===== src/rtl/cbm_pkg.sv =====
// cartridge bank mapper: shared codes, field widths and the stage-one item type
// no dependencies; imported by cbm_xlate and the top level
package cbm_pkg;

	localparam int unsigned OFS_W = 22;

	localparam logic [2:0] OP_REG_WR  = 3'd0;
	localparam logic [2:0] OP_CHR_RD  = 3'd1;
	localparam logic [2:0] OP_PRG_RD  = 3'd2;
	localparam logic [2:0] OP_RAM_RD  = 3'd3;
	localparam logic [2:0] OP_RAM_WR  = 3'd4;
	localparam logic [2:0] OP_TICK    = 3'd5;

	localparam logic [2:0] KIND_NONE   = 3'd0;
	localparam logic [2:0] KIND_CHR    = 3'd1;
	localparam logic [2:0] KIND_PRG    = 3'd2;
	localparam logic [2:0] KIND_RAM_RD = 3'd3;
	localparam logic [2:0] KIND_RAM_WR = 3'd4;

	localparam logic [7:0] CFG_IDX_PRG_UNITS = 8'd0;
	localparam logic [7:0] CFG_IDX_RAM_BASE  = 8'd1;

	typedef enum logic [1:0] {
		PRG_BASE_BANK,
		PRG_BASE_LAST,
		PRG_BASE_SECOND
	} prg_base_t;

	typedef struct packed {
		logic [2:0]  kind;
		prg_base_t   prg_base;
		logic        chr_inc;
		logic [12:0] low13;
		logic [7:0]  pass;
		logic        irq;
		logic        mirror;
	} xl_item_t;

endpackage


===== src/rtl/cbm_xlate.sv =====
// cartridge bank mapper: offset translation from a bank register read and the item
// depends on cbm_pkg
module cbm_xlate (
	input  cbm_pkg::xl_item_t         item,
	input  logic [7:0]                bank,
	input  logic [7:0]                prg_units,
	input  logic [15:0]               ram_base,
	output logic [cbm_pkg::OFS_W-1:0] offset
);
	import cbm_pkg::*;

	logic [8:0]       chr_bank;
	logic [OFS_W-1:0] rom_size;
	logic [OFS_W-1:0] prg_base;

	always_comb begin
		chr_bank = {1'b0, bank} + {8'd0, item.chr_inc};
		rom_size = {item.kind == KIND_NONE ? 8'd0 : prg_units, 14'd0};
		case (item.prg_base)
			PRG_BASE_LAST:   prg_base = rom_size - OFS_W'(8192);
			PRG_BASE_SECOND: prg_base = rom_size - OFS_W'(16384);
			default:         prg_base = {1'b0, bank, 13'd0};
		endcase
		case (item.kind)
			KIND_CHR:    offset = {3'd0, chr_bank, item.low13[9:0]};
			KIND_PRG:    offset = prg_base + {9'd0, item.low13};
			KIND_RAM_RD,
			KIND_RAM_WR: offset = {6'd0, ram_base} + {9'd0, item.low13};
			default:     offset = '0;
		endcase
	end

endmodule


===== src/rtl/cartridge_bank_mapper_with_line_irq_unit.sv =====
// cartridge bank mapper with scanline interrupt counter: top level
// depends on cbm_pkg and cbm_xlate
//
//   channel  direction  transfer when           carries
//   s_*      in         s_tvalid & s_tready     bus access, register write or tick
//   m_*      out        m_tvalid & m_tready     translated access and status
//   cfg_*    in         cfg_valid & cfg_ready   program rom size, ram window base
//
// one item per cycle unless m_tready stalls; stage 1 feeds the output register
// stage 0 updates the control registers and reads the bank register memory,
// stage 1 translates the offset from the registered read data
// reset loads control register defaults, clears bank valid bits; no clearing pass
// with m_tready low the output register holds, and s_tready falls once
// stage 1 is also full; cfg_ready is always high
module cartridge_bank_mapper_with_line_irq_unit (
	input  logic        clk,
	input  logic        arst_n,
	input  logic        s_tvalid,
	output logic        s_tready,
	input  logic [23:0] s_tdata,   // address[15:0], write_data[23:16]
	input  logic [2:0]  s_tuser,   // operation[2:0]
	output logic        m_tvalid,
	input  logic        m_tready,
	output logic [31:0] m_tdata,   // target_offset[21:0], pass_data[29:22],
	                               // irq_request[30], mirror_horizontal[31]
	output logic [2:0]  m_tuser,   // access_kind[2:0]
	input  logic        cfg_valid,
	output logic        cfg_ready,
	input  logic [7:0]  cfg_index,
	input  logic [15:0] cfg_data
);
	import cbm_pkg::*;

	logic [7:0]  prg_units_q;
	logic [15:0] ram_base_q;
	logic [7:0]  bank_select_q;
	logic        mirror_q;
	logic        ram_en_q;
	logic        ram_wp_q;
	logic [7:0]  irq_reload_q;
	logic [7:0]  irq_cnt_q;
	logic        irq_en_q;

	logic [7:0] bank_mem [8];
	logic [7:0] bank_vld_q;

	logic       valid_s1;
	xl_item_t   item_s1;
	logic [7:0] rdata_s1;
	logic       rvld_s1;

	logic             out_valid_q;
	logic [2:0]       out_kind_q;
	logic [OFS_W-1:0] out_ofs_q;
	logic [7:0]       out_pass_q;
	logic             out_irq_q;
	logic             out_mirror_q;

	logic [2:0]  op;
	logic [15:0] addr;
	logic [7:0]  wdata;
	logic        acc;
	logic        ready_s1;
	logic        in_ram;
	logic [2:0]  chr_slot;
	logic [1:0]  prg_slot;
	logic [2:0]  raddr;
	logic        bank_wr;
	logic [7:0]  bank_wdata;
	logic [7:0]  cnt_nxt;
	xl_item_t    item_s0;
	logic [7:0]  bank_s1;
	logic [OFS_W-1:0] ofs_s1;

	assign op    = s_tuser;
	assign addr  = s_tdata[15:0];
	assign wdata = s_tdata[23:16];

	assign ready_s1  = !out_valid_q || m_tready;
	assign s_tready  = !valid_s1 || ready_s1;
	assign acc       = s_tvalid && s_tready;
	assign cfg_ready = 1'b1;

	always_comb begin
		in_ram     = addr[15:13] == 3'b011;
		chr_slot   = addr[12:10] ^ {bank_select_q[7], 2'b00};
		prg_slot   = addr[14:13];
		raddr      = '0;
		bank_wr    = 1'b0;
		bank_wdata = wdata;
		cnt_nxt    = (irq_cnt_q == 8'd0) ? irq_reload_q : irq_cnt_q - 8'd1;

		item_s0          = '0;
		item_s0.kind     = KIND_NONE;
		item_s0.prg_base = PRG_BASE_BANK;
		item_s0.low13    = addr[12:0];
		item_s0.mirror   = mirror_q;

		unique case (op)
			OP_REG_WR: begin
				if (addr[15:13] == 3'b100 && addr[0]) begin
					bank_wr = 1'b1;
					raddr   = bank_select_q[2:0];
					if (bank_select_q[2:1] == 2'b00)
						bank_wdata = wdata & 8'hFE;
					else if (bank_select_q[2:1] == 2'b11)
						bank_wdata = wdata & 8'h3F;
				end
				if (addr[15:13] == 3'b101 && !addr[0])
					item_s0.mirror = wdata[0];
			end
			OP_CHR_RD: begin
				if (addr < 16'h2000) begin
					item_s0.kind = KIND_CHR;
					if (!chr_slot[2]) begin
						raddr           = {2'b00, chr_slot[1]};
						item_s0.chr_inc = chr_slot[0];
					end else begin
						raddr = chr_slot - 3'd2;
					end
				end
			end
			OP_PRG_RD: begin
				if (addr[15]) begin
					item_s0.kind = KIND_PRG;
					if (prg_slot == 2'd1)
						raddr = 3'd7;
					else if (prg_slot == 2'd3)
						item_s0.prg_base = PRG_BASE_LAST;
					else if ((prg_slot == 2'd0) != bank_select_q[6])
						raddr = 3'd6;
					else
						item_s0.prg_base = PRG_BASE_SECOND;
				end
			end
			OP_RAM_RD: begin
				if (in_ram && ram_en_q)
					item_s0.kind = KIND_RAM_RD;
			end
			OP_RAM_WR: begin
				if (in_ram && ram_en_q && !ram_wp_q) begin
					item_s0.kind = KIND_RAM_WR;
					item_s0.pass = wdata;
				end
			end
			OP_TICK: begin
				item_s0.irq = (cnt_nxt == 8'd0) && irq_en_q;
			end
			default: begin
			end
		endcase
	end

	// control registers, updated as each item is taken and on each config transfer
	always_ff @(posedge clk or negedge arst_n) begin
		if (!arst_n) begin
			prg_units_q   <= 8'd2;
			ram_base_q    <= '0;
			bank_select_q <= '0;
			mirror_q      <= 1'b0;
			ram_en_q      <= 1'b1;
			ram_wp_q      <= 1'b0;
			irq_reload_q  <= '0;
			irq_cnt_q     <= '0;
			irq_en_q      <= 1'b0;
			bank_vld_q    <= '0;
		end else begin
			if (cfg_valid && cfg_ready) begin
				if (cfg_index == CFG_IDX_PRG_UNITS)
					prg_units_q <= cfg_data[7:0];
				else if (cfg_index == CFG_IDX_RAM_BASE)
					ram_base_q <= cfg_data;
			end
			if (acc && bank_wr)
				bank_vld_q[raddr] <= 1'b1;
			if (acc && op == OP_TICK)
				irq_cnt_q <= cnt_nxt;
			if (acc && op == OP_REG_WR && addr[15]) begin
				unique case ({addr[14:13], addr[0]})
					3'b000: bank_select_q <= wdata;
					3'b010: mirror_q      <= wdata[0];
					3'b011: begin
						ram_en_q <= wdata[7];
						ram_wp_q <= wdata[6];
					end
					3'b100: irq_reload_q <= wdata;
					3'b101: irq_cnt_q    <= '0;
					3'b110: irq_en_q     <= 1'b0;
					3'b111: irq_en_q     <= 1'b1;
					default: begin
					end
				endcase
			end
		end
	end

	// bank register memory: one write, one registered read per cycle, on cycles where an item is taken
	always_ff @(posedge clk) begin
		if (acc) begin
			if (bank_wr)
				bank_mem[raddr] <= bank_wdata;
			rdata_s1 <= bank_mem[raddr];
			rvld_s1  <= bank_vld_q[raddr];
			item_s1  <= item_s0;
		end
	end

	always_ff @(posedge clk or negedge arst_n) begin
		if (!arst_n)
			valid_s1 <= 1'b0;
		else if (s_tready)
			valid_s1 <= s_tvalid;
	end

	assign bank_s1 = rvld_s1 ? rdata_s1 : 8'd0;

	cbm_xlate u_xlate (
		.item      (item_s1),
		.bank      (bank_s1),
		.prg_units (prg_units_q),
		.ram_base  (ram_base_q),
		.offset    (ofs_s1)
	);

	// output register
	always_ff @(posedge clk or negedge arst_n) begin
		if (!arst_n)
			out_valid_q <= 1'b0;
		else if (ready_s1)
			out_valid_q <= valid_s1;
	end

	always_ff @(posedge clk) begin
		if (ready_s1 && valid_s1) begin
			out_kind_q   <= item_s1.kind;
			out_ofs_q    <= ofs_s1;
			out_pass_q   <= item_s1.pass;
			out_irq_q    <= item_s1.irq;
			out_mirror_q <= item_s1.mirror;
		end
	end

	assign m_tvalid = out_valid_q;
	assign m_tuser  = out_kind_q;
	assign m_tdata  = {out_mirror_q, out_irq_q, out_pass_q, out_ofs_q};

	a_s1_hold: assert property (@(posedge clk) disable iff (!arst_n)
		valid_s1 && !ready_s1 |=> valid_s1 && $stable(item_s1))
		else $error("stage 1 item lost under stall");

	a_no_accept_full: assert property (@(posedge clk) disable iff (!arst_n)
		!s_tready |-> valid_s1 && out_valid_q)
		else $error("input stalled with free pipeline space");

	a_none_zero: assert property (@(posedge clk) disable iff (!arst_n)
		m_tvalid && m_tuser == KIND_NONE |-> m_tdata[29:0] == 30'd0)
		else $error("offset or data set without an access");

	a_pass_wr: assert property (@(posedge clk) disable iff (!arst_n)
		m_tvalid && m_tdata[29:22] != 8'd0 |-> m_tuser == KIND_RAM_WR)
		else $error("pass data on a non-write access");

endmodule

===== config.mk =====
export PLATFORM = sky130hd
export DESIGN_NAME = cartridge_bank_mapper_with_line_irq_unit
export DESIGN_NICKNAME = d
export VERILOG_FILES = /design/src/rtl/cbm_pkg.sv /design/src/rtl/cbm_xlate.sv /design/src/rtl/cartridge_bank_mapper_with_line_irq_unit.sv
export SDC_FILE = /design/constraint.sdc
export NUM_CORES = 1
export LEC_CHECK = 0
export ABC_CLOCK_PERIOD_IN_PS = 2600
export BUFFER_PORTS_ARGS = -buffer_cell sky130_fd_sc_hd__clkbuf_2
export CAP_MARGIN = 10
export CORE_MARGIN = 1.5
export CORE_UTILIZATION = 45
export CTS_CLUSTER_DIAMETER = 40
export DETAILED_ROUTE_END_ITERATION = 8
export GPL_TIMING_DRIVEN = 0
export PLACE_DENSITY = 0.66
export SLEW_MARGIN = 10
export SYNTH_ARGS = -nofsm -noshare
export SYNTH_HDL_FRONTEND = slang
export SYNTH_SLANG_ARGS = --single-unit
export TNS_END_PERCENT = 20

===== constraint.sdc =====
create_clock -name clk -period 2.6 [get_ports clk]
set_input_delay 0.26 -clock clk [delete_from_list [all_inputs] [get_ports clk]]
set_output_delay 0.26 -clock clk [all_outputs]
set_load 0.02 [all_outputs]

# Yosys cells after proc, flatten, opt, wreduce, memory -nomap -nowiden
# Memories as Yosys holds them, arrays and structs flattened. A register that Yosys moved wholly into a read port is not among the register bits.
# Cells that the tools add are included.
[totals]
regBits = 127
latch_bits = 0
ram_bits = 64
rom_bits = 0
out_inout_bits = 38
mem_count = 1
[mem_list]
columns = ["name", "depth", "word_bits", "read_ports", "rd_clocked_by_memory_dff", "wr", "line", "rtl"]
rows = [
  ["bank_mem", 8, 8, 1, 1, 1, "cartridge_bank_mapper_with_line_irq_unit.sv:44", "logic [7:0] bank_mem [8];"],
]
[classes]
n_addsub = 7
n_mul = 0
div = 0
order_cmp = 3
n_eq_ne = 25
shift = 0
muxes = 40
bitwise_logic = 7
n_reduce_logical = 39
[ops]
columns = ["op", "count"]
rows = [
  ["two-way mux 8 bit", 10],
  ["one-hot mux 22 bit (3 select lines)", 1],
  ["one-hot mux 22 bit (2 select lines)", 1],
  ["equality test 3 bit, second input constant", 9],
  ["logical NOT 8 bit", 3],
  ["two-way mux 3 bit", 8],
  ["adder 22 x 13 -> 22 bit", 1],
  ["subtractor 22 x 14 -> 22 bit, second input constant", 1],
  ["subtractor 22 x 15 -> 22 bit, second input constant", 1],
  ["equality test 3 x 2 -> 1 bit, second input constant", 7],
  ["adder 16 x 13 -> 17 bit", 1],
  ["< comparator 16 x 14 -> 1 bit, second input constant", 1],
  ["AND reduction 2 bit", 7],
  ["logical AND 1 bit", 12],
  ["one-hot mux 3 bit (4 select lines)", 1],
  ["two-way mux 1 bit", 10],
  ["adder 8 x 1 -> 9 bit", 1],
  ["logical NOT 3 bit", 3],
  ["one-hot mux 3 bit (3 select lines)", 1],
  ["equality test 8 x 1 -> 1 bit, second input constant", 1],
  ["two-way mux 2 bit", 4],
  ["OR 8 bit", 1],
  ["subtractor 8 x 1 -> 8 bit, second input constant", 1],
  ["equality test 2 bit, second input constant", 3],
  ["20 further kinds", 32],
]

# Depth between registers and ports, before layout
# Gate-level depths: netlist of the first run.
[depth]
depth_word = 12
depth_mapped = 9
mapped_depth_nobuf = 9

# Cells and area by module
# Synthesis of the first run repeated with hierarchy kept, for this count alone.
[hier_totals]
cells_unflattened = 775
area_unflattened_um2 = 9674.3
[by_module_without_submodules]
columns = ["module", "instances", "cells_per_inst", "area_each_um2"]
rows = [
  ["cartridge_bank_mapper_with_line_irq_unit", 1, 568, 8264.2],
  ["cbm_xlate", 1, 207, 1410.1],
]

# Worst setup path before layout of the first run
# No wires, ideal clock.
[synth_path]
kind = "reg2reg"
from = "register out_valid_q (netlist: m_tvalid)"
to = "memory bank_mem[5][0] (enable)"
setup_time_ns = 0.385
arrival_ns = 2.119
setup_slack_ns = 0.095
path_stages_with_launch = 6
path_cell_list = "dfrtp_1 -> nand3b_1 -> nand2_1 -> or3_1 -> clkbuf_1 -> nor3b_1"
[synth_via]
elab_chain_cells = 6
[synth_rtl]
columns = ["item", "line", "rtl"]
rows = [
  ["start: declaration", "cartridge_bank_mapper_with_line_irq_unit.sv:52", "logic out_valid_q;"],
  ["start signal: assignment", "cartridge_bank_mapper_with_line_irq_unit.sv:230", "out_valid_q <= valid_s1;"],
  ["logical NOT 1 bit", "cartridge_bank_mapper_with_line_irq_unit.sv:79", "assign ready_s1 = !out_valid_q || m_tready;"],
  ["logical OR 1 bit", "cartridge_bank_mapper_with_line_irq_unit.sv:79", ""],
  ["logical OR 1 bit", "cartridge_bank_mapper_with_line_irq_unit.sv:80", "assign s_tready = !valid_s1 || ready_s1;"],
  ["via s_tready", "cartridge_bank_mapper_with_line_irq_unit.sv:19", "output logic s_tready,"],
  ["logical AND 1 bit", "cartridge_bank_mapper_with_line_irq_unit.sv:81", "assign acc = s_tvalid && s_tready;"],
  ["two-way mux 1 bit", "cartridge_bank_mapper_with_line_irq_unit.sv:199", "if (acc) begin"],
  ["two-way mux 1 bit (not written as such)", "cartridge_bank_mapper_with_line_irq_unit.sv:201", "bank_mem[raddr] <= bank_wdata;"],
  ["end: declaration", "cartridge_bank_mapper_with_line_irq_unit.sv:44", ""],
]
# The timed path passes the listed nets, and every way through them passes these cells.

# Worst setup path after layout of the first run
[layout_path]
from = "register item_s1[12] (netlist bit)"
to = "register out_ofs_q[10], data pin"
[layout_via]
elab_chain_cells = 2
word_cells_on_any_way = 3
[layout_rtl]
columns = ["item", "line", "rtl"]
rows = [
  ["start: declaration", "cartridge_bank_mapper_with_line_irq_unit.sv:48", "xl_item_t item_s1;"],
  ["start signal: assignment", "cartridge_bank_mapper_with_line_irq_unit.sv:204", "item_s1 <= item_s0;"],
  ["adder 22 x 13 -> 22 bit or adder 16 x 13 -> 17 bit (tied branches)", "cbm_xlate.sv:26, cbm_xlate.sv:28", ""],
  ["one-hot mux 22 bit (3 select lines) (*)", "cbm_xlate.sv:24", "case (item.kind)"],
  ["via ofs_s1[10]", "cartridge_bank_mapper_with_line_irq_unit.sv:73", "logic [OFS_W-1:0] ofs_s1;"],
  ["end signal: assignment", "cartridge_bank_mapper_with_line_irq_unit.sv:236", "out_ofs_q <= ofs_s1;"],
  ["end: declaration", "cartridge_bank_mapper_with_line_irq_unit.sv:54", "logic [OFS_W-1:0] out_ofs_q;"],
]
# The timed path passes the listed nets; every way through them passes the cells marked *.
# A chain may end at the register's enable or synchronous reset.

==> results of run 1 <==
## kinds of logic after synthesis
family          count (synthesis)  share of synthesized area, %
other cells                     1                       0.04000
simple gates                  217                         12.16
buf+inv                        43                         2.375
xor+xnor                       27                         2.522
fa+ha+maj                      21                         2.883
mux                            94                         11.01
compound gates                122                         9.355
flops                         196                         59.66
## worst max path at each step
stage / startpoint / endpoint / slack (ns) / cells past startpoint
after floorplan: m_tvalid / bank_mem[5][0] / 0.1 / 5
after global placement: s_tuser[2] / bank_mem[5][1] / -0.63 / 6
after detailed placement: item_s1[10] / out_ofs_q[16] / -0.19 / 9
after CTS: bank_select_q[7] / bank_mem[7][7] / -0.01 / 7
after global routing: item_s1[12] / out_ofs_q[10] / -0.04 / 7
final: item_s1[12] / out_ofs_q[10] / 0.10 / 7
## layout by cell type, fill, tap and decap left out, types with 7 or more instances in the layout
cell	n
xnor2_1	16
nor2_1	40
edfxtp_1	137
mux2i_1	42
mux2_2	45
inv_1	14
and2_1	13
and3_1	9
o221a_1	9
clkbuf_1	16
o21ai_0	23
xor2_1	11
mux2_4	7
clkbuf_16	17
nor3_1	14
dlygate4sd3_1	8
ha_1	19
nand2b_1	12
a21oi_1	15
a31oi_1	10
nand3_1	24
nand2_1	52
dfrtp_1	57
clkbuf_2	90
## Yosys cell counts, drive strengths merged, types with 15 or more instances
library cell	count	area (um^2)
a21oi	16	83.83
o21ai	26	130.1
mux2	52	611.8
edfxtp	137	4114
ha	20	250.2
mux2i	42	420.4
nand3	24	120.1
inv	15	56.30
xnor2	16	140.1
clkbuf	16	60.06
dfrtp	57	1426
nor2	47	186.4
nand2	52	195.2
## sequential cells by signal (all words and copies together), names as in the netlist, 3 cells and up
| register | count |
|---|---|
| irq_reload_q | 8 |
| prg_units_q | 8 |
| m_tuser | 3 |
| bank_vld_q | 8 |
| irq_cnt_q | 8 |
| bank_select_q | 5 |
| rdata_s1 | 8 |
| item_s1 | 29 |
| out_ofs_q | 22 |
| out_pass_q | 8 |
| bank_mem | 64 |
| ram_base_q | 16 |
## report_power, final
group	total, mW	switching (mW)	internal [mW]
combinational	1.03	0.615	0.418
clock	2.78	1.36	1.43
sequential	3.68	0.139	3.54
## worst reg2reg max path, cell delays in order (launching register included)
cell and delay [ns]:
edfxtp_1 0.44, ha_1 0.37, nor2b_2 0.20, o31ai_4 0.29
a21oi_1 0.17, a311o_1 0.37, a221oi_1 0.27, o21ai_0 0.12
## per-layer routing
layer | global-route usage, % | share of wire (%) | up-vias
li1 | - | - | 2967
met1 | 26.59 | 46 | 3041
met2 | 31.17 | 48 | 170
met3 | 3.789 | 4.4 | 24
met4 | 6.250 | 1.8 | 0
met5 | 0 | 0 | -
## area by class of cell
cell class | count | area (um^2)
flip-flops and latches | 196 | 5593
multi-input cells | 482 | 3615
fillers | 1748 | 9366
repair buffers | 102 | 580.6
inverters | 15 | 57.56
plain buffers | 28 | 166.4
clock buffers | 17 | 425.4
well taps | 270 | 337.8
clock inverters | 15 | 222.7
## metrics by stage
| stage | worst slack, ns | area, um^2 | util (%) |
|---|---|---|---|
| 2_1_floorplan | 0.09531 | 9375 | - |
| 3_3_place_gp | -0.6297 | 10170 | 49.93 |
| 3_5_place_dp | -0.1872 | 10200 | 50.11 |
| 4_1_cts | -0.01292 | 10930 | 53.66 |
| 5_1_grt | -0.03734 | 11000 | 54.01 |
| 6_report | 0.1002 | 11000 | 54.01 |
## what timing repair did
item	4_1_cts	5_1_grt
gates resized for setup	1	15
buffers inserted	0	2
pin swaps	0	2
hold buffers	7	1
cloned	0	0
hold endpoints to repair	63	1
setup endpoints to repair	19	57
==> impl_results.md, run 1 <==
- Max-slew violations: 0
- Top_reg_cell synth: edfxtp_1
- Final GP Congestion: 0.8966
- Final hold viol count: 0
- Total Power: 7.501 mW
- Top Ports: 94
- Max Fclk: 400.0 MHz
- FF+latch count, synth: 196
- Syn Inst Count: 721
- Synth unique cells: 77
- Mean area per synthesized cell: 13.00 um^2
- Period utilization: 96.14%
- RSZ-0062 raised after global routing: true
- Setup CP Type: reg -> reg
- Clock skew: 0.01076 ns
- Starting density of the core: 46.04%
- Via count: 6202
- DRC violations left: 0
- Fin nets: 919
- Vias/cell: 5.513
- Worst Hold Path EP: item_s1[18]
- Clock tree from TritonCTS: yes
- Htree depth: 4
- Final WL: 20.62 mm
- Sink Count: 196
- First-pass GRT wire length: 31.83 mm
- Die area: 21710 um^2
- Worst Path Max Fanout: 5
- R2R cell count: 7
- Final min period: 2.500 ns
- Clock buffer count from CTS: 17
- Initial DRC count: 382
- Cell Pwr Density: 682.0 nW/um^2
- WHS Path Cells: 1
- Startpoint Class: flop
- Outcome: finished clean
- Placed insts: 1083
- Grt ovf: 0
- Reg clk slew, reported paths: 0.08 ns
- Share of layout cells above drive strength 1: 25.38%
- Reg-to-reg endpoint: out_ofs_q[10]
- Worst R2R Setup Slack: 0.10 ns
- FP Rows: 52
- Top Family by Delay on Critical Path: compound AO/OA/AOI/OAI gates
- Crit. End Element: flop
- Synthesized cell area: 9375 um^2
- Clock buffer depth: 2
- CP max stage cell: edfxtp_1
- Post-Layout Cell Count: 1125
- Leak: 4.639 nW
- Crit path cell chain: ha_1 -> nor2b_2 -> o31ai_4 -> a21oi_1 -> a311o_1 -> a221oi_1 -> o21ai_0
- CP peak stage delay: 0.44 ns
- Largest net degree at the start of global routing: 56
- Clk_lat worst skew: 0.44 ns
- Hold wc startpoint: s_tdata[8]
- DIE HEIGHT: 147.3 um
- Worst R2R Start: item_s1[12]
- Rel. slew slack: 37.72%
- Buf/Inv on CP: 0
- Antenna cells: 0
- Total number of yosys warnings: 0
- Vias in the first global route: 5935
- Hold_ws: 0.01232 ns
- Register area share after synthesis: 59.66%
- Area grow syn2layout: 17.31%
- Die Width: 147.3 um
- Fraction of registers with async set or reset after synthesis: 30.10%
- TritonRoute pass-1 iters: 7
- IO Port Bufs: 91
- DP HPWL: 14.72 mm
- Final ANT Viol Nets: 0
- Max Cap Viol: 0
- Worst-Margin Slew: 0.9259 ns
- Worst vdd ir: 0.4693 mV
- Mapped Nets: 798
- Setup violators final: 0
- Worst min path class: in -> reg
- TNS Setup: 0 ns
- Root buffer selected by CTS: clkbuf_16
- Critical Path RT: 2.76 ns
- Post-synth EDFFs: 137
- Worst path arrival time: 2.66 ns
- Core box area: 20360 um^2
- Initial antenna violation count: 0
- Routed length per placed instance: 18.33 um
- GRT Util Overall: 19.40%
Note: power is estimated with default switching activity, not from simulation.
==> run 2, diff against run 1 <==
- ABC_CLOCK_PERIOD_IN_PS: 2600 -> 3200
- BUFFER_PORTS_ARGS: -buffer_cell sky130_fd_sc_hd__clkbuf_2 -> -buffer_cell sky130_fd_sc_hd__buf_4
- CORE_ASPECT_RATIO: default -> 1.75
- PLACE_DENSITY: 0.66 -> default
- clock period: 2.6 -> 3.2 ns (I/O delays scaled with it)
==> run 2 against run 1 <==
Compared with the run above: the run now ends with design-rule violations left; wire length rose by 9.9%; final cell count decreased by 2.7%; sequential share of layout area about the same; global-route usage increased by 2.0 points; total power is 20% lower; fmax shrank 14%; clock-buffer cell count increased by 7; clock power fell by 23%; via count increased by 0.74%; worst hold slack better by 0.040 ns; die area rose by 0.16%.
==> impl_results.md, run 2 (synthesis gave the netlist of run 1 again) <==
- Outcome: finished, violations left
- Violated checks: design-rule violations
- Via count: 6248
- Final ANT Viol Nets: 0
- First-pass GRT wire length: 35.11 mm
- Sink Count: 196
- Placed insts: 1062
- FP Rows: 69
- DRC violations left: 5
- Critical Path RT: 3.51 ns
- Max-slew violations: 0
- Routed length per placed instance: 20.70 um
- CP peak stage delay: 0.57 ns
- Reg clk slew, reported paths: 0.07 ns
- Core box area: 20370 um^2
- Setup WS pre-CTS: 0.2492 ns
- Antenna cells: 0
- Clock tree from TritonCTS: yes
- Buf/Inv on CP: 1
- TritonRoute pass-1 iters: 7
- Die area: 21740 um^2
- Most common cell after layout, fill and taps aside: edfxtp_1
- Initial DRC count: 419
- Total Power: 6.028 mW
- Final instance area: 11010 um^2
- IO Port Bufs: 91
- Post-place instance area: 10420 um^2
- Fin nets: 911
- Clk_lat worst skew: 0.44 ns
- Post-layout util: 54.03%
- Regs by FF count: bank_mem (64), item_s1 (29), out_ofs_q (22)
- Worst Path Max Fanout: 4
- Leak: 4.630 nW
- Top Family by Delay on Critical Path: compound AO/OA/AOI/OAI gates
- Die Width: 112.1 um
- Max Cap Viol: 0
- CP max stage cell: a211oi_1
- Worst R2R Setup Slack: 0.29 ns
- Final WL: 22.66 mm
- DIE HEIGHT: 193.9 um
- Cell Pwr Density: 547.6 nW/um^2
- RSZ-0062 raised after global routing: false
- Worst setup margin: 0.2939 ns
- WHS Path Cells: 1
- Largest net degree at the start of global routing: 60
- Clock buffer count from CTS: 17
- Startpoint Class: flop
- Grt ovf: 0
- Rel. slew slack: 31.20%
- Most frequent cells in the layout: 137 x edfxtp_1, 94 x buf_4, 57 x dfrtp_1, 52 x nand2_1
- Crit path cell chain: ha_1 -> inv_1 -> fa_1 -> nor2b_1 -> o31ai_2 -> a211oi_1 -> nor2_1 -> a2111oi_0 -> a211o_1
- Clock skew: 0.008727 ns
- Share of layout cells above drive strength 1: 23.97%
- Top Ports: 94
- Max reg flops: 64
- Hold_ws: 0.05278 ns
- Area grow syn2layout: 17.42%
- Most flops, register: bank_mem
- Crit. End Element: flop
- Vias in the first global route: 6551
- Post-CTS Setup Inserts: 0
- Setup violators final: 0
- Cts repair resizes: 0
- Worst path arrival time: 3.22 ns
- CTS Hold Bufs: 1
- Setup CP Type: reg -> reg
- Post-Layout Cell Count: 1095
- TNS Setup: 0 ns
- GRT Util Overall: 21.41%
- Final min period: 2.906 ns
- Htree depth: 4
- Worst-Margin Slew: 1.023 ns
- Period utilization: 90.81%
- Final GP Congestion: 0.9539
- Worst min path class: in -> reg
- Cell count along the critical path: 9
- Worst vdd ir: 0.3876 mV
- Vias/cell: 5.706
- R2R cell count: 9
- DP HPWL: 16.87 mm
- Final hold viol count: 0
- Initial antenna violation count: 0
- Clock buffer depth: 2
- Max Fclk: 344.1 MHz
- Root buffer selected by CTS: clkbuf_16
- Starting density of the core: 46.01%
## run 2: changes by cell type in the layout (fill, tap and decap cells not counted), moves of 5 or more
| cell | previous run | this run |
|---|---|---|
| dlygate4sd3_1 | 8 | 1 |
| clkinv_8 | 6 | 0 |
| nor2_2 | 6 | 1 |
| nor2_1 | 40 | 45 |
| clkbuf_2 | 90 | 0 |
| buf_4 | 5 | 94 |
## run 2: worst reg2reg max path, cell delays in order, from the launching register on
cell       delay [ns]
edfxtp_1         0.37
ha_1             0.20
inv_1            0.06
fa_1             0.41
nor2b_1          0.19
o31ai_2          0.14
a211oi_1         0.57
nor2_1           0.17
a2111oi_0        0.51
a211o_1          0.16
## run 2: area by class of cell
cell class / count / area [um^2]
Tap cell: 248 / 310.3
Timing Repair Buffer: 94 / 733.2
Sequential cell: 196 / 5593
Fill cell: 1748 / 9366
Multi-Input combinational cell: 482 / 3566
Clock inverter: 8 / 101.3
Buffer: 28 / 166.4
Inverter: 15 / 56.30
Clock buffer: 24 / 481.7
## run 2: final timing paths
| kind | start | endpoint |
|---|---|---|
| worst max-delay path | item_s1[10] | out_ofs_q[16] |
| worst min-delay path | s_tdata[6] | item_s1[16] |
| worst max register to register | item_s1[10] | out_ofs_q[16] |
| worst min register to register | item_s1[5] | out_pass_q[3] |
| max in group asynchronous | arst_n | ram_base_q[13] |
| min in group asynchronous | arst_n | irq_cnt_q[4] |
## run 2: metal layers
layer  GRT usage [%]  routed length (um)  vias up
met1           20.79                7932     3098
met5               0                   0        -
met2           42.33               13190      148
li1                -                   -     2942
met4           10.83                 920        0
met3           3.532                 616       60
## run 2: power breakdown
| part | switching, mW | total, mW | leakage, nW | internal, mW |
|---|---|---|---|---|
| clock | 0.919 | 2.13 | 0.277 | 1.21 |
| combinational | 0.519 | 0.896 | 2.27 | 0.377 |
| sequential | 0.119 | 3.00 | 2.08 | 2.88 |
==> run 3, diff against run 2 <==
- SYNTH_HIERARCHICAL: default -> 1
==> run 3 against run 2 <==
Compared with the run above: the run now ends clean; final cell count is 5.3% higher; clock skew rose by 0.00060 ns; global-route usage increased by 1.8 points; sequential share of layout area shrank 1.4 points; clock power hardly changed; combinational power up 13%; total power up 1.2%; via count grew 8.2%; first-iteration DRC count shrank 10%; sequential power hardly changed; largest cell class unchanged.
==> impl_results.md, run 3 <==
- Outcome: finished clean
- Post-synth EDFFs: 137
- Worst min path class: in -> reg
- DRC violations left: 0
- Clk_lat worst skew: 0.44 ns
- Cts repair resizes: 0
- Regs by FF count: bank_mem (64), item_s1 (29), out_ofs_q (22)
- Rel. slew slack: 21.50%
- Post-CTS Setup Inserts: 0
- Die area: 22420 um^2
- Root buffer selected by CTS: clkbuf_16
- Max reg flops: 64
- Most common cell after layout, fill and taps aside: edfxtp_1
- TritonRoute pass-1 iters: 5
- Total number of yosys warnings: 6
- Grt ovf: 0
- Final hold viol count: 0
- Most flops, register: bank_mem
- Worst vdd ir: 0.4328 mV
- Fraction of registers with async set or reset after synthesis: 30.10%
- Area grow syn2layout: 16.92%
- Leak: 4.519 nW
- FF+latch count, synth: 196
- Initial antenna violation count: 0
- Register area share after synthesis: 57.81%
- Worst path arrival time: 3.27 ns
- Crit. End Element: flop
- Top Family by Delay on Critical Path: simple AND/OR/NAND/NOR gates
- Fin nets: 964
- Post-place instance area: 10720 um^2
- Antenna cells: 0
- DP HPWL: 18.66 mm
- IO Port Bufs: 91
- Vias/cell: 5.861
- Post-synth top area share: 42.52%
- Most frequent cells in the layout: 137 x edfxtp_1, 100 x buf_4, 57 x dfrtp_1, 49 x inv_1, 40 x nand2_1
- Crit path cell chain: xnor2_1 -> mux2_2 -> buf_2 -> buf_2 -> a21oi_1 -> nand3_1 -> nor2_1
- CP peak stage delay: 0.74 ns
- Storage element area: 5593 um^2
- Final min period: 3.199 ns
- Share of layout cells above drive strength 1: 24.53%
- Htree depth: 4
- Final ANT Viol Nets: 0
- Die Width: 113.8 um
- Worst-Margin Slew: 1.167 ns
- Commonest cells post-synth: 137 x edfxtp_1, 57 x dfrtp_1, 50 x inv_1
- Final WL: 25.14 mm
- RSZ-0062 raised after global routing: true
- Clock buffer depth: 2
- Clock tree from TritonCTS: yes
- Top-count cell post-synth: edfxtp_1
- Setup violators final: 0
- Largest net degree at the start of global routing: 60
- Mapped Nets: 851
- Critical Path RT: 3.27 ns
- Initial DRC count: 376
- First-pass GRT wire length: 38.93 mm
- Starting density of the core: 46.02%
- Final GP Congestion: 0.9151
- Worst Path Max Fanout: 10
- Synthesized cell area: 9674 um^2
- Max-slew violations: 0
- Routed length per placed instance: 21.80 um
- Vias in the first global route: 7133
- Clock buffer count from CTS: 17
- Period utilization: 99.98%
- Buf/Inv on CP: 2
- Max Fclk: 312.6 MHz
- Final instance area: 11310 um^2
- Via count: 6758
- Sink Count: 196
- Total Power: 6.099 mW
- Cell Pwr Density: 539.2 nW/um^2
- GRT Util Overall: 23.18%
- Crit-path most repeated cell: buf_2
- Top_reg_cell synth: edfxtp_1
- Core box area: 21020 um^2
- Multi-input gate area: 3635 um^2
- CP max stage cell: nor2_1
- Mean area per synthesized cell: 12.48 um^2
- Max Cap Viol: 0
- DIE HEIGHT: 197.0 um
- # fillers: 1841
- Startpoint Class: flop
- FP Rows: 70
- Reg clk slew, reported paths: 0.07 ns
- Synth unique cells: 81
- Setup CP Type: reg -> reg
- Syn Inst Count: 775
- Ranking of synthesized cells by area: edfxtp_1 43%, dfrtp_1 15%, mux2_2 4.1%, a211oi_1 3.0%, ha_1 2.5%
- Top Ports: 94
- Leading area contributor after synthesis: edfxtp_1
- Clock skew: 0.009327 ns
[run 3: changes by cell type in the layout (fill, tap and decap cells not counted), moves of 14 or more]
cell / change
a211oi_1: +35
nor2_1: -20
a21oi_1: +14
a2111oi_0: +23
inv_1: +35
mux2i_1: -37
[run 3: cell families (layout without fill, tap and decap cells)]
family                     count (synthesis)  in the layout  share of synthesized area, %
AOI/OAI and AO/OA                        200            200                         15.05
xor gates and xnor gates                  23             23                         2.082
adders and majority gates                 20             20                         2.664
buffers and inverters                     94            220                         4.721
DFF                                      196            196                         57.81
muxes                                     49             49                         5.911
other                                      1              1                       0.03876
and+or+nand+nor                          192            192                         11.72
[run 3: layout make-up]
cell class / instances / area share, %
Inverter: 50 / 1.659
Tap cell: 252 / 2.788
Buffer: 44 / 2.378
Clock buffer: 17 / 3.761
Multi-Input combinational cell: 485 / 32.14
Clock inverter: 15 / 1.283
Sequential cell: 196 / 49.45
Timing Repair Buffer: 94 / 6.549
[run 3: worst paths after layout]
path                             startpoint        endpoint  slack [ns]  cells after the start
setup / recovery           bank_select_q[7]  bank_mem[2][7]      0.0008                      7
hold / removal                   s_tdata[6]     item_s1[16]        0.05                      1
setup reg to reg           bank_select_q[7]  bank_mem[2][7]      0.0008                      7
hold reg to reg                  item_s1[8]   out_pass_q[6]        0.42                      0
max in group asynchronous            arst_n   ram_base_q[1]        2.12                      2
min in group asynchronous            arst_n    irq_cnt_q[7]        0.51                      2
[run 3: routing by layer]
metal	up-vias	global-route usage [%]	wire, um
met4	0	10.05	822
met3	48	3.813	709
met5	-	0	0
li1	3203	-	-
met2	192	44.89	14430
met1	3315	24.02	9179
[run 3: through the flow]
step / util, % / hold slack (ns) / setup TNS, ns / instances / setup WS, ns
floorplan: - / 0.02441 / 0 / 775 / 0.1870
global placement: 50.77 / 0.4034 / -36.21 / 1118 / -0.8332
detailed placement: 51.01 / 0.4045 / -0.5063 / 1120 / -0.06377
CTS: 53.77 / 0.03157 / 0 / 1153 / 0.05324
global route: 53.81 / 0.03387 / -3.920 / 1153 / -0.1744
finish: 53.81 / 0.05436 / 0 / 1153 / 0.0007840
[run 3: power by group]
part / switching [mW] / leakage [nW] / total (mW) / internal (mW)
registers: 0.114 / 2.05 / 3.00 / 2.88
clock network: 1.00 / 0.278 / 2.10 / 1.10
logic: 0.582 / 2.19 / 1.01 / 0.424
total: 1.70 / 4.52 / 6.10 / 4.40
[run 3: worst reg2reg max path: cells and delay by family, from the launching register on]
family	cells	cell delay, ns
XOR/XNOR	1	0.22
AO/OA/AOI/OAI	1	0.32
AND/OR/NAND/NOR	2	1.09
multiplexers	1	0.38
buffers and inverters	2	0.42
flip-flops	1	0.41
[run 3: timing repair]
action                     4_1_cts  5_1_grt
hold endpoints to repair        20        0
hold buffers                     1        0
setup endpoints to repair        0       32
